**src/mfp_pkg.sv**
```systemverilog
// Shared types and constants of the msgpack frame parser.
// Used by every module of the block but mfp_in_stage; depends on nothing.
`default_nettype none

package mfp_pkg;

  // Stream markers.
  localparam logic [7:0] MARK_ARRAY3 = 8'h93;
  localparam logic [7:0] MARK_UINT8  = 8'hCC;
  localparam logic [7:0] MARK_BIN8   = 8'hC4;
  localparam logic [7:0] MARK_BIN16  = 8'hC5;
  localparam logic [7:0] MARK_BIN32  = 8'hC6;
  localparam logic [7:0] FIXINT_MAX  = 8'h7F;

  // Configuration register indexes.
  localparam logic CFG_TYPE_MIN = 1'b0;
  localparam logic CFG_TYPE_MAX = 1'b1;

  localparam logic [7:0] TYPE_MIN_RESET = 8'd0;
  localparam logic [7:0] TYPE_MAX_RESET = 8'd3;

  typedef enum logic [3:0] {
    PH_WAIT      = 4'd0,
    PH_TYPE      = 4'd1,
    PH_TYPE_U8   = 4'd2,
    PH_METH_MARK = 4'd3,
    PH_METH_LEN  = 4'd4,
    PH_METH_DATA = 4'd5,
    PH_PAY_MARK  = 4'd6,
    PH_PAY_LEN   = 4'd7,
    PH_PAY_DATA  = 4'd8
  } phase_t;

  typedef enum logic [2:0] {
    KIND_TYPE      = 3'd0,
    KIND_METHOD    = 3'd1,
    KIND_PAYLOAD   = 3'd2,
    KIND_EMPTY_END = 3'd3,
    KIND_ERROR     = 3'd4
  } kind_t;

  typedef enum logic [1:0] {
    ERR_ARRAY_MARK = 2'd0,
    ERR_TYPE_ENC   = 2'd1,
    ERR_TYPE_RANGE = 2'd2,
    ERR_BIN_MARK   = 2'd3
  } err_t;

  typedef struct packed {
    phase_t      phase;
    logic [31:0] field_remaining;
    logic [2:0]  length_bytes_left;
    logic [33:0] frame_byte_count;
  } parse_state_t;

  typedef struct packed {
    logic        has;
    kind_t       kind;
    logic [7:0]  value;
    err_t        error_code;
    logic        last;
    logic [33:0] frame_length;
  } result_t;

endpackage

`default_nettype wire

```
**src/msgpack_frame_parser.sv**
```systemverilog
// Top level of the msgpack frame parser: registers, state and handshakes.
// Depends on mfp_pkg, mfp_in_stage, mfp_step and mfp_out_stage.
//
// Usage: the input channel (in_valid, in_ready, data_byte) carries one word of
// the raw msgpack stream per handshake. Frames are fixarray-3, a message type,
// then a method bin field and a payload bin field. The output channel (out_valid,
// out_ready, kind, value, error_code, last, frame_length) carries at most one
// result word per input word: the type, each method byte, each payload byte, an
// end word for an empty payload, or an error with the offending word. The word
// that completes a frame has last set and the frame length in words.
// Throughput is one word per clock unless a full result register holds one back.
// A word is registered in the input register, stepped through the parse logic
// and, if it yields a result, lands in the result register behind out_valid.
// While the result register is full and not taken, a held word that yields a
// result waits and blocks the input; a held word that yields nothing (markers,
// length words) is still stepped, so such words keep moving.
// Reset returns the parser to waiting for an array marker and sets the type
// range to 0..3. Configuration writes take effect at the edge where cfg_write
// is high and should be made only while no word is in flight.
`default_nettype none

module msgpack_frame_parser
  import mfp_pkg::*;
(
  input  wire logic        clk,
  input  wire logic        rst,
  input  wire logic        in_valid,
  output logic             in_ready,
  input  wire logic [7:0]  data_byte,
  output logic             out_valid,
  input  wire logic        out_ready,
  output logic [2:0]       kind,
  output logic [7:0]       value,
  output logic [1:0]       error_code,
  output logic             last,
  output logic [33:0]      frame_length,
  input  wire logic        cfg_write,
  input  wire logic        cfg_index,
  input  wire logic [7:0]  cfg_data
);

  logic         hold_valid;
  logic [7:0]   hold_byte;
  logic         advance;
  logic         slot_free;
  logic [7:0]   type_min;
  logic [7:0]   type_max;
  parse_state_t state;
  parse_state_t state_next;
  result_t      step_res;
  result_t      res_out;

  // The held word is stepped when its result, if any, has a place to go.
  assign advance = hold_valid && (!step_res.has || slot_free);

  mfp_in_stage u_in (
    .clk        (clk),
    .rst        (rst),
    .in_valid   (in_valid),
    .data_byte  (data_byte),
    .advance    (advance),
    .in_ready   (in_ready),
    .hold_valid (hold_valid),
    .hold_byte  (hold_byte)
  );

  mfp_step u_step (
    .cur      (state),
    .data     (hold_byte),
    .type_min (type_min),
    .type_max (type_max),
    .nxt      (state_next),
    .res      (step_res)
  );

  mfp_out_stage u_out (
    .clk       (clk),
    .rst       (rst),
    .load      (advance && step_res.has),
    .res_in    (step_res),
    .out_ready (out_ready),
    .out_valid (out_valid),
    .slot_free (slot_free),
    .res_out   (res_out)
  );

  // Frame state only moves when a word is actually stepped.
  always_ff @(posedge clk) begin
    if (rst) begin
      state.phase             <= PH_WAIT;
      state.field_remaining   <= '0;
      state.length_bytes_left <= '0;
      state.frame_byte_count  <= '0;
    end else if (advance) begin
      state <= state_next;
    end
  end

  always_ff @(posedge clk) begin
    if (rst) begin
      type_min <= TYPE_MIN_RESET;
      type_max <= TYPE_MAX_RESET;
    end else if (cfg_write) begin
      if (cfg_index == CFG_TYPE_MIN) begin
        type_min <= cfg_data;
      end else begin
        type_max <= cfg_data;
      end
    end
  end

  assign kind         = res_out.kind;
  assign value        = res_out.value;
  assign error_code   = res_out.error_code;
  assign last         = res_out.last;
  assign frame_length = res_out.frame_length;

`ifndef NO_ASSERTIONS
  // Only payload data or an empty-payload end may close a frame.
  a_last_kind: assert property (@(posedge clk) disable iff (rst)
    out_valid && last |-> (res_out.kind == KIND_PAYLOAD || res_out.kind == KIND_EMPTY_END))
    else $error("last set on a word that cannot close a frame");

  // Errors never close a frame and carry no length.
  a_err_clean: assert property (@(posedge clk) disable iff (rst)
    out_valid && res_out.kind == KIND_ERROR |-> !last && frame_length == 34'd0)
    else $error("error word carries frame end information");

  // Data phases are entered only with a nonzero byte count.
  a_data_count: assert property (@(posedge clk) disable iff (rst)
    (state.phase == PH_METH_DATA || state.phase == PH_PAY_DATA)
      |-> state.field_remaining != 32'd0)
    else $error("data phase with no bytes left");

  // Length phases always have between one and four length words pending.
  a_len_count: assert property (@(posedge clk) disable iff (rst)
    (state.phase == PH_METH_LEN || state.phase == PH_PAY_LEN)
      |-> state.length_bytes_left != 3'd0 && state.length_bytes_left <= 3'd4)
    else $error("length phase with bad length word count");

  // A word that produced a result must be visible on the next cycle.
  a_load_shows: assert property (@(posedge clk) disable iff (rst)
    advance && step_res.has |=> out_valid)
    else $error("stepped result not presented");
`endif

endmodule

`default_nettype wire

```
**src/mfp_in_stage.sv**
```systemverilog
// Input register of the msgpack frame parser: holds one stream word.
// Depends on nothing but the clock and reset.
`default_nettype none

module mfp_in_stage (
  input  wire logic       clk,
  input  wire logic       rst,
  input  wire logic       in_valid,
  input  wire logic [7:0] data_byte,
  input  wire logic       advance,
  output logic            in_ready,
  output logic            hold_valid,
  output logic [7:0]      hold_byte
);

  // The held word leaves when the parser steps on it; a new one may enter at once.
  assign in_ready = !hold_valid || advance;

  always_ff @(posedge clk) begin
    if (rst) begin
      hold_valid <= 1'b0;
    end else if (in_ready) begin
      hold_valid <= in_valid;
    end
  end

  always_ff @(posedge clk) begin
    if (in_ready && in_valid) begin
      hold_byte <= data_byte;
    end
  end

endmodule

`default_nettype wire

```
**src/mfp_step.sv**
```systemverilog
// Combinational parse step: one stream word against the current frame state.
// Depends on mfp_pkg.
`default_nettype none

module mfp_step
  import mfp_pkg::*;
(
  input  wire parse_state_t cur,
  input  wire logic [7:0]   data,
  input  wire logic [7:0]   type_min,
  input  wire logic [7:0]   type_max,
  output parse_state_t      nxt,
  output result_t           res
);

  logic        err;
  err_t        err_code;
  logic        type_ok;
  logic [31:0] len_shifted;
  logic [31:0] remain_dec;
  logic [2:0]  left_dec;
  logic [2:0]  bin_len_bytes;
  logic        bin_ok;

  assign type_ok     = (data >= type_min) && (data <= type_max);
  assign len_shifted = {cur.field_remaining[23:0], data};
  assign remain_dec  = cur.field_remaining - 32'd1;
  assign left_dec    = cur.length_bytes_left - 3'd1;

  always_comb begin
    bin_ok        = 1'b1;
    bin_len_bytes = 3'd0;
    case (data)
      MARK_BIN8:  bin_len_bytes = 3'd1;
      MARK_BIN16: bin_len_bytes = 3'd2;
      MARK_BIN32: bin_len_bytes = 3'd4;
      default:    bin_ok = 1'b0;
    endcase
  end

  always_comb begin
    nxt                  = cur;
    nxt.frame_byte_count = cur.frame_byte_count + 34'd1;
    res                  = '0;
    err                  = 1'b0;
    err_code             = ERR_ARRAY_MARK;

    unique case (cur.phase)
      PH_TYPE, PH_TYPE_U8: begin
        if (cur.phase == PH_TYPE && data > FIXINT_MAX) begin
          if (data == MARK_UINT8) begin
            nxt.phase = PH_TYPE_U8;
          end else begin
            err      = 1'b1;
            err_code = ERR_TYPE_ENC;
          end
        end else if (!type_ok) begin
          err      = 1'b1;
          err_code = ERR_TYPE_RANGE;
        end else begin
          nxt.phase = PH_METH_MARK;
          res.has   = 1'b1;
          res.kind  = KIND_TYPE;
          res.value = data;
        end
      end
      PH_METH_MARK, PH_PAY_MARK: begin
        if (bin_ok) begin
          nxt.field_remaining   = '0;
          nxt.length_bytes_left = bin_len_bytes;
          nxt.phase = (cur.phase == PH_METH_MARK) ? PH_METH_LEN : PH_PAY_LEN;
        end else begin
          err      = 1'b1;
          err_code = ERR_BIN_MARK;
        end
      end
      PH_METH_LEN: begin
        nxt.field_remaining   = len_shifted;
        nxt.length_bytes_left = left_dec;
        if (left_dec == 3'd0) begin
          // A zero-length method goes straight on to the payload marker.
          nxt.phase = (len_shifted != 32'd0) ? PH_METH_DATA : PH_PAY_MARK;
        end
      end
      PH_METH_DATA: begin
        nxt.field_remaining = remain_dec;
        if (remain_dec == 32'd0) begin
          nxt.phase = PH_PAY_MARK;
        end
        res.has   = 1'b1;
        res.kind  = KIND_METHOD;
        res.value = data;
      end
      PH_PAY_LEN: begin
        nxt.field_remaining   = len_shifted;
        nxt.length_bytes_left = left_dec;
        if (left_dec == 3'd0) begin
          if (len_shifted != 32'd0) begin
            nxt.phase = PH_PAY_DATA;
          end else begin
            // An empty payload closes the frame on its last length word.
            nxt.phase        = PH_WAIT;
            res.has          = 1'b1;
            res.kind         = KIND_EMPTY_END;
            res.last         = 1'b1;
            res.frame_length = nxt.frame_byte_count;
          end
        end
      end
      PH_PAY_DATA: begin
        nxt.field_remaining = remain_dec;
        res.has   = 1'b1;
        res.kind  = KIND_PAYLOAD;
        res.value = data;
        if (remain_dec == 32'd0) begin
          nxt.phase        = PH_WAIT;
          res.last         = 1'b1;
          res.frame_length = nxt.frame_byte_count;
        end
      end
      default: begin
        if (data == MARK_ARRAY3) begin
          nxt.frame_byte_count  = 34'd1;
          nxt.field_remaining   = '0;
          nxt.length_bytes_left = '0;
          nxt.phase             = PH_TYPE;
        end else begin
          err      = 1'b1;
          err_code = ERR_ARRAY_MARK;
        end
      end
    endcase

    if (err) begin
      nxt.phase             = PH_WAIT;
      nxt.field_remaining   = '0;
      nxt.length_bytes_left = '0;
      nxt.frame_byte_count  = '0;
      res                   = '0;
      res.has               = 1'b1;
      res.kind              = KIND_ERROR;
      res.value             = data;
      res.error_code        = err_code;
    end
  end

endmodule

`default_nettype wire

```
**src/mfp_out_stage.sv**
```systemverilog
// Result register of the msgpack frame parser, held until the receiver takes it.
// Depends on mfp_pkg.
`default_nettype none

module mfp_out_stage
  import mfp_pkg::*;
(
  input  wire logic    clk,
  input  wire logic    rst,
  input  wire logic    load,
  input  wire result_t res_in,
  input  wire logic    out_ready,
  output logic         out_valid,
  output logic         slot_free,
  output result_t      res_out
);

  assign slot_free = !out_valid || out_ready;

  always_ff @(posedge clk) begin
    if (rst) begin
      out_valid <= 1'b0;
    end else if (load) begin
      out_valid <= 1'b1;
    end else if (out_ready) begin
      out_valid <= 1'b0;
    end
  end

  always_ff @(posedge clk) begin
    if (load) begin
      res_out <= res_in;
    end
  end

endmodule

`default_nettype wire

```
**config.mk**
```make
export PLATFORM = sky130hd
export DESIGN_NAME = msgpack_frame_parser
export DESIGN_NICKNAME = d
export VERILOG_FILES = /design/src/mfp_pkg.sv /design/src/msgpack_frame_parser.sv /design/src/mfp_in_stage.sv /design/src/mfp_step.sv /design/src/mfp_out_stage.sv
export SDC_FILE = /design/constraint.sdc
export NUM_CORES = 1
export LEC_CHECK = 0
export BUFFER_PORTS_ARGS = -buffer_cell sky130_fd_sc_hd__buf_2
export CAP_MARGIN = 40
export CORE_MARGIN = 2
export CORE_UTILIZATION = 35
export CTS_CLUSTER_DIAMETER = 150
export DETAILED_ROUTE_END_ITERATION = 16
export MAX_ROUTING_LAYER = met4
export PLACE_DENSITY_LB_ADDON = 0.12
export SYNTH_ARGS = -nofsm -noshare
export SYNTH_HDL_FRONTEND = slang
export SYNTH_HIERARCHICAL = 1
export SYNTH_SLANG_ARGS = --single-unit
```
**constraint.sdc**
```tcl
create_clock -name clk -period 5.7 [get_ports clk]
set_input_delay 0.57 -clock clk [delete_from_list [all_inputs] [get_ports clk]]
set_output_delay 0.57 -clock clk [all_outputs]
set_load 0.005 [all_outputs]
```
==> run summary, run 1 <==
In this run the critical register-to-register path is captured at u_out/res_out[11]. The clock latency at the later pin of the worst-skew pair is 0.42 ns. The I/O pin count came out at 72. The number of hold buffers added after cts came out at 0. In this run the clock root is driven by a sky130_fd_sc_hd__clkbuf_16.

The last weighted congestion value of the routability-driven placer came out at 0.886. The initial utilization of the core area, before any placement, comes to 0.355. In this run the critical register-to-register path is launched from state[37].

The data required time of the worst path is 5.80 ns. The static leakage came out at 3.62 nW. Synthesis produced a netlist with a net count of 1067. In this run the register-to-register setup slack is 1.37 ns. The combinational share of power is 0.069. The total power came out at 2.64 mW.

In this design, the critical path's most frequently occurring cell is sky130_fd_sc_hd__buf_4. The worst relative slew slack is 0.427. The CTS clock-pin slew for the worst setup and hold paths came out at 0.07 ns. The number of antenna-violating nets in the routed design is 0.

The H-tree was split into 4 levels. The signal arrival time at the worst endpoint is 4.43 ns. Max-cap violations in this run came to 0. The switching power is 0.593 mW. For this run, the number of Yosys warnings is 6. The floorplan die width came out at 166 um. The via count of the first global-routing pass came out at 7020.

Dividing total power by cell area gives a power density of 254 nW/um^2. Relative to the synthesized area, the layout overhead comes to 13.0%. The share of total power dissipated in the clock network is 0.498. The number of buffers created by CTS is 17. The cell count after synthesis came out at 1024. The row count came out at 59.

The signal on the critical path passes through inv_1 -> ha_1 -> nor3b_2 -> and4_1 -> and2_1 -> nand3_1 -> or3_1 -> buf_4 -> nand2_1 -> and3_2 -> buf_4. The cell area after synthesis is 9200 um^2. For this block, the routed nets add up to 22400 um of wire. In this run the worst setup path terminates at u_out/res_out[11]. The clock period could shrink to 4.33 ns. Of the total power, the share spent switching nets is 0.225. The overall via count from detail_route came out at 7277. The HPWL after detailed placement is 14900 um. The antenna diode count is 0. Setup total negative slack on the finished layout was measured at 0 ns.

Summed over all layers, the global routing overflow is 0. The transition time at the pin with the least slew margin came out at 0.856 ns. The number of logic stages on the critical path including buffering came out at 11.

The type of the worst min-delay path is in -> reg. The die outline area came out at 27600 um^2. The number of endpoints with negative hold slack in the final report was 0.

The final period utilization came out at 0.760. Setup repair after global routing left no endpoint under its margin. STA classifies the critical path endpoint as a flop. The largest individual stage delay along the critical path comes from the cell sky130_fd_sc_hd__and3_2.

The count of final max-slew check failures was 0. The buffering stage count on the worst path with inverters included came out at 3. In the routed layout, each cell is associated on average with a via count of 5.21. The internal cell power is 2.05 mW.

The critical path starts at state[37]. The post-route core utilization came out at 0.401. The detailed router finished its first iteration with 596 violations. The count of unresolved DRC violations after routing came out at 0.

The power share of the sequential group came out at 0.432. The total number of clock tree sinks came out at 147. The run finished with clean final reports. The upper clock frequency limit came out at 231 MHz.

The family with the most delay on the worst path is simple AND/OR/NAND/NOR gates. The quantity of gates resized following cts came out at 0. The count of buffers added on input and output ports is 71. The maximum root-to-sink buffer count is 2. The area of the placeable core is 25900 um^2. The startpoint type of the worst setup path is a flop. Clock skew on the completed layout was measured at 0.0133 ns.

The highest ir drop seen on vdd is 0.000212 V. The first-pass GRT wire length came out at 37200 um. The overall fraction of global-route tracks in use is 0.169.

The wire length per cell is 16.0 um. For this run, the detailed router's first-pass iteration total came to 8. The final-report setup violation count is 0.

The count of buffers added by post-CTS timing repair for setup came out at 0. The worst register-to-register path has a depth of 11. The largest single stage delay on the critical path is 0.71 ns. The number of nets in the layout is 1093. The height of the die came out at 166 um. The initial antenna violation count is 0. In this run the worst path has a maximum fanout of 38. TritonCTS built the clock tree. The pin count of the biggest net entering global routing is 94. The kind of critical path is reg -> reg.

The fraction of layout instances using a drive strength above 1 is 0.130. The mean cell area of the mapped netlist came out at 8.98 um^2.
[power groups by stage]
stage | Sequential (mW) | Clock, mW | Combinational [mW]
floorplan | 1.16 | 0 | 0.135
global placement | 1.17 | 0 | 0.183
detailed placement | 1.17 | 0 | 0.187
CTS | 1.14 | 1.34 | 0.188
global route | 1.15 | 1.39 | 0.204
finish | 1.14 | 1.32 | 0.183
[stage by stage]
stage	setup WS (ns)	area (um^2)	hold slack, ns	instances
floorplan	1.52	9200	0.433	1024
global placement	1.42	9640	0.447	1363
detailed placement	1.34	9700	0.457	1366
CTS	1.32	10400	0.311	1398
global route	0.944	10400	0.305	1398
finish	1.37	10400	0.325	1398
[flip-flops by register name, summed over array words and instances (netlist names)]
| name | cells |
|---|---|
| state | 73 |
| type_max | 8 |
| u_in/hold_byte | 8 |
| type_min | 8 |
| u_out/res_out | 48 |
| u_out/out_valid | 1 |
| u_in/hold_valid | 1 |
[how the worst min path moves through the flow]
stage | from | to | cells past startpoint
final | data_byte[3] | u_in/hold_byte[3] | 1
after floorplan | type_max[2] | type_max[2] | 2
after global placement | type_max[7] | type_max[7] | 2
after CTS | data_byte[3] | u_in/hold_byte[3] | 1
after global routing | data_byte[3] | u_in/hold_byte[3] | 1
after detailed placement | type_max[6] | type_max[6] | 2
[per-layer routing]
layer	wire (um)	GRT usage	vias to the layer above
li1	-	-	3644
met1	10600	0.219	3477
met2	10600	0.275	139
met3	880	0.0293	17
met4	325	0.0420	0
met5	0	-	-
[layout make-up]
class,instances,area (um^2)
clock inverters,14,249
clock buffers,18,439
flip-flops and latches,147,3500
repair buffers,83,488
fillers,2609,15500
multi-input cells,773,5180
well taps,335,419
inverters,28,105
[worst reg2reg max path, delay by kind of cell (launching register included)]
family                     cells  cell delay, ns
and+or+nand+nor                7            2.54
buffers and inverters          3            0.80
DFF                            1            0.42
adders and majority gates      1            0.23
[layout by cell type, fill, tap and decap left out, types with 25 or more instances in the layout]
cell type / count
sky130_fd_sc_hd__a21oi_1: 58
sky130_fd_sc_hd__buf_2: 70
sky130_fd_sc_hd__dfxtp_1: 91
sky130_fd_sc_hd__edfxtp_1: 56
sky130_fd_sc_hd__inv_1: 27
sky130_fd_sc_hd__mux2i_1: 81
sky130_fd_sc_hd__nand2_1: 64
sky130_fd_sc_hd__nand2b_1: 151
sky130_fd_sc_hd__nand3_1: 25
sky130_fd_sc_hd__nor2_1: 110
sky130_fd_sc_hd__xnor2_1: 27
sky130_fd_sc_hd__xor2_1: 34
No activity file was read; power rests on OpenSTA's default activity.
==> inputs of run 2 (changes only) <==
- clock period: 5.7 -> 4.4 ns (I/O delays scaled with it)
==> run 2 against run 1 <==
Compared with the run above: count of clock-buffer cells in the layout unchanged; design area down 0.66%; critical path depth decreased by 1; cell count is 0.14% higher; die area unchanged; clock skew up 0.0039 ns; global-route usage rose by 0.34 points; combinational power increased by 31%; sequential share of layout area increased by 0.23 points; clock power grew 13%; non-clock buffer count up 2; critical endpoint is now in_ready; largest power group unchanged; highest routed layer unchanged.
==> run summary, run 2 (synthesis results as in run 1) <==
The final period demand of the worst path is 4.03 ns. The growth of design area from synthesis to finish came out at 12.2% (was 13.0%). The antenna diode count came to 0 (unchanged).

The number of antenna-violating nets in the routed design is 0 (unchanged). The count of TritonRoute iterations in the first routing pass is 6 (was 8). Result of the run: finished clean (unchanged). The count of final max-slew check failures is 0 (unchanged).

The count of routing violations after the opening detailed-route iteration is 563 (was 596). The number of levels in the clock H-tree came out at 4 (unchanged). The last weighted congestion value of the routability-driven placer was 0.846 (was 0.886). The number of flip-flops under the largest register name is 73 (unchanged). The number of buffers created by CTS is 17 (unchanged).

The kind of end point of the critical path is an output pin (was flop). The met3 layer usage reported by global route came out at 0.0291 (was 0.0293). The reported max-cap violation count came out at 0 (unchanged).

The CTS clock-pin slew for the worst setup and hold paths is 0.06 ns (was 0.07 ns). The die outline area is 27600 um^2 (unchanged). The post-route core utilization is 0.398 (was 0.401). RSZ-0062 raised after global routing: no (unchanged). The kind of critical path is reg -> out (was reg -> reg). The worst slack at placement is 0.547 ns (was 1.34 ns). The peak fanout along the critical path is 12 (was 38).

The via count of the first global-routing pass was 7082 (was 7020). The hold slack was 0.195 ns (was 0.325 ns). The number of hold buffers added after cts came out at 0 (unchanged). The leading cell type in the layout, fill and taps excluded is sky130_fd_sc_hd__nand2b_1 (unchanged). The height of the die came out at 166 um (unchanged). The signal arrival time at the worst endpoint is 3.59 ns (was 4.43 ns). The power density over the cells is 311 nW/um^2 (was 254 nW/um^2). The highest ir drop seen on vdd came out at 0.000178 V (was 0.000212 V). The fraction of met2 tracks used by global routing came to 0.282 (was 0.275). The overall via count from detail_route is 7284 (was 7277). The number of port buffers is 71 (unchanged). The static leakage is 3.58 nW (was 3.62 nW). The final routed wirelength across all metal layers came out at 22600 um (was 22400 um). The upper clock frequency limit is 248 MHz. The transition time at the pin with the least slew margin came out at 0.823 ns (was 0.856 ns).

The I/O pin count is 72 (unchanged). The fraction of layout instances using a drive strength above 1 is 0.131 (was 0.130). The final design instance area without fill is 10300 um^2 (was 10400 um^2). The final period utilization came out at 0.915.

The row count is 59 (unchanged). The first-pass GRT wire length is 37900 um (was 37200 um). The number of vias per cell after detailed routing is 5.20 (was 5.21). The maximum root-to-sink buffer count is 2 (unchanged). The clock latency at the later pin of the worst-skew pair came to 0.43 ns (was 0.42 ns). The layer carrying the most global-route usage is met2 (unchanged). The final-report setup violation count was 0 (unchanged). The type of the worst min-delay path is in -> reg (unchanged). The number of endpoints with negative hold slack in the final report is 0 (unchanged). The clock tree from TritonCTS is done (unchanged). The largest register by flop count is state (unchanged). The data required time of the worst path came out at 3.96 ns (was 5.80 ns).

The area of the placeable core is 25900 um^2 (unchanged). The worst clock skew on the final layout came out at 0.0172 ns (was 0.0133 ns). The floorplan die width was 166 um (unchanged). The aggregate global routing overflow came out at 0 (unchanged). The pin count of the biggest net entering global routing came to 124 (was 94). The clock root buffer master is sky130_fd_sc_hd__clkbuf_16 (unchanged). The count of buffers added by post-CTS timing repair for setup was 0 (unchanged). The starting density of the core is 0.355 (unchanged).

The quantity of gates resized following cts came to 0 (unchanged). The worst relative slew slack is 0.449 (was 0.427). Leading registers by flop count: state x73, u_out/res_out x48 (unchanged).

The worst setup margin came to 0.372 ns (was 1.37 ns). The met1 layer usage reported by global route came out at 0.222 (was 0.219). The HPWL after detailed placement came out at 14700 um (was 14900 um). The number of nets in the layout was 1095 (was 1093). Commonest cells after routing, fill and taps aside: sky130_fd_sc_hd__nand2b_1, sky130_fd_sc_hd__nor2_1, sky130_fd_sc_hd__dfxtp_1, sky130_fd_sc_hd__mux2i_1, sky130_fd_sc_hd__buf_2 (unchanged).

The total number of clock tree sinks came to 147 (unchanged). The count of unresolved DRC violations after routing came out at 0 (unchanged). The accumulated negative setup slack is 0 ns (unchanged). The initial antenna violation count came out at 0 (unchanged). The number of fill cells is 2625 (was 2609). The overall fraction of global-route tracks in use came out at 0.172 (was 0.169).

The startpoint type of the worst setup path is a flop (unchanged). The cell area reported after detailed placement is 9730 um^2 (was 9700 um^2). The wire length per cell was 16.1 um (was 16.0 um).
[run 2: changes by cell type in the layout (fill, tap and decap cells not counted), sizes merged]
| cell | previous run | this run |
|---|---|---|
| buf | 83 | 85 |
| inv | 32 | 35 |
| clkinvlp | 0 | 2 |
| bufinv | 6 | 1 |
[run 2: worst paths after layout]
| kind | start | to | slack (ns) | cells after the start |
|---|---|---|---|---|
| worst max-delay path | state[70] | in_ready | 0.37 | 10 |
| worst min-delay path | data_byte[6] | u_in/hold_byte[6] | 0.20 | 1 |
| worst max register to register | state[38] | u_out/res_out[0] | 0.57 | 10 |
| worst min register to register | type_max[2] | type_max[2] | 0.46 | 2 |
[run 2: cell type report]
| class | count | area (um^2) | share of cell area |
|---|---|---|---|
| clock buffers | 18 | 450 | 0.0437 |
| repair buffers | 85 | 515 | 0.0500 |
| flip-flops and latches | 147 | 3500 | 0.340 |
| clock inverters | 14 | 141 | 0.0137 |
| multi-input cells | 773 | 5180 | 0.502 |
| well taps | 335 | 419 | 0.0406 |
| inverters | 28 | 105 | 0.0102 |
[run 2: where the power goes]
part           switching, mW  total (mW)  internal, mW
registers             0.0231        1.48          1.45
logic                  0.130       0.239         0.109
clock network          0.661        1.49         0.831
total                  0.814        3.21          2.39
[run 2: through the flow]
| stage | std cells | power, mW |
|---|---|---|
| after floorplan | 1024 | 1.68 |
| after global placement | 1365 | 1.75 |
| after detailed placement | 1368 | 1.75 |
| after CTS | 1400 | 3.25 |
| after global routing | 1400 | 3.33 |
| final | 1400 | 3.21 |
[run 2: worst max-delay path, cell delays in order (launching register included)]
cell and delay (ns):
sky130_fd_sc_hd__dfxtp_1 0.42, sky130_fd_sc_hd__nor3_1 0.49, sky130_fd_sc_hd__nand2_1 0.21, sky130_fd_sc_hd__a22oi_1 0.29
sky130_fd_sc_hd__nor2b_1 0.29, sky130_fd_sc_hd__nand2_1 0.09, sky130_fd_sc_hd__a21oi_1 0.62, sky130_fd_sc_hd__nand2_1 0.25
sky130_fd_sc_hd__a21boi_4 0.21, sky130_fd_sc_hd__nand2b_4 0.16, sky130_fd_sc_hd__buf_2 0.12
[run 2: per-layer routing]
layer / vias up / share of wire
met2: 153 / 0.47
met1: 3464 / 0.48
li1: 3650 / -
met3: 17 / 0.038
met4: 0 / 0.011
met5: - / 0
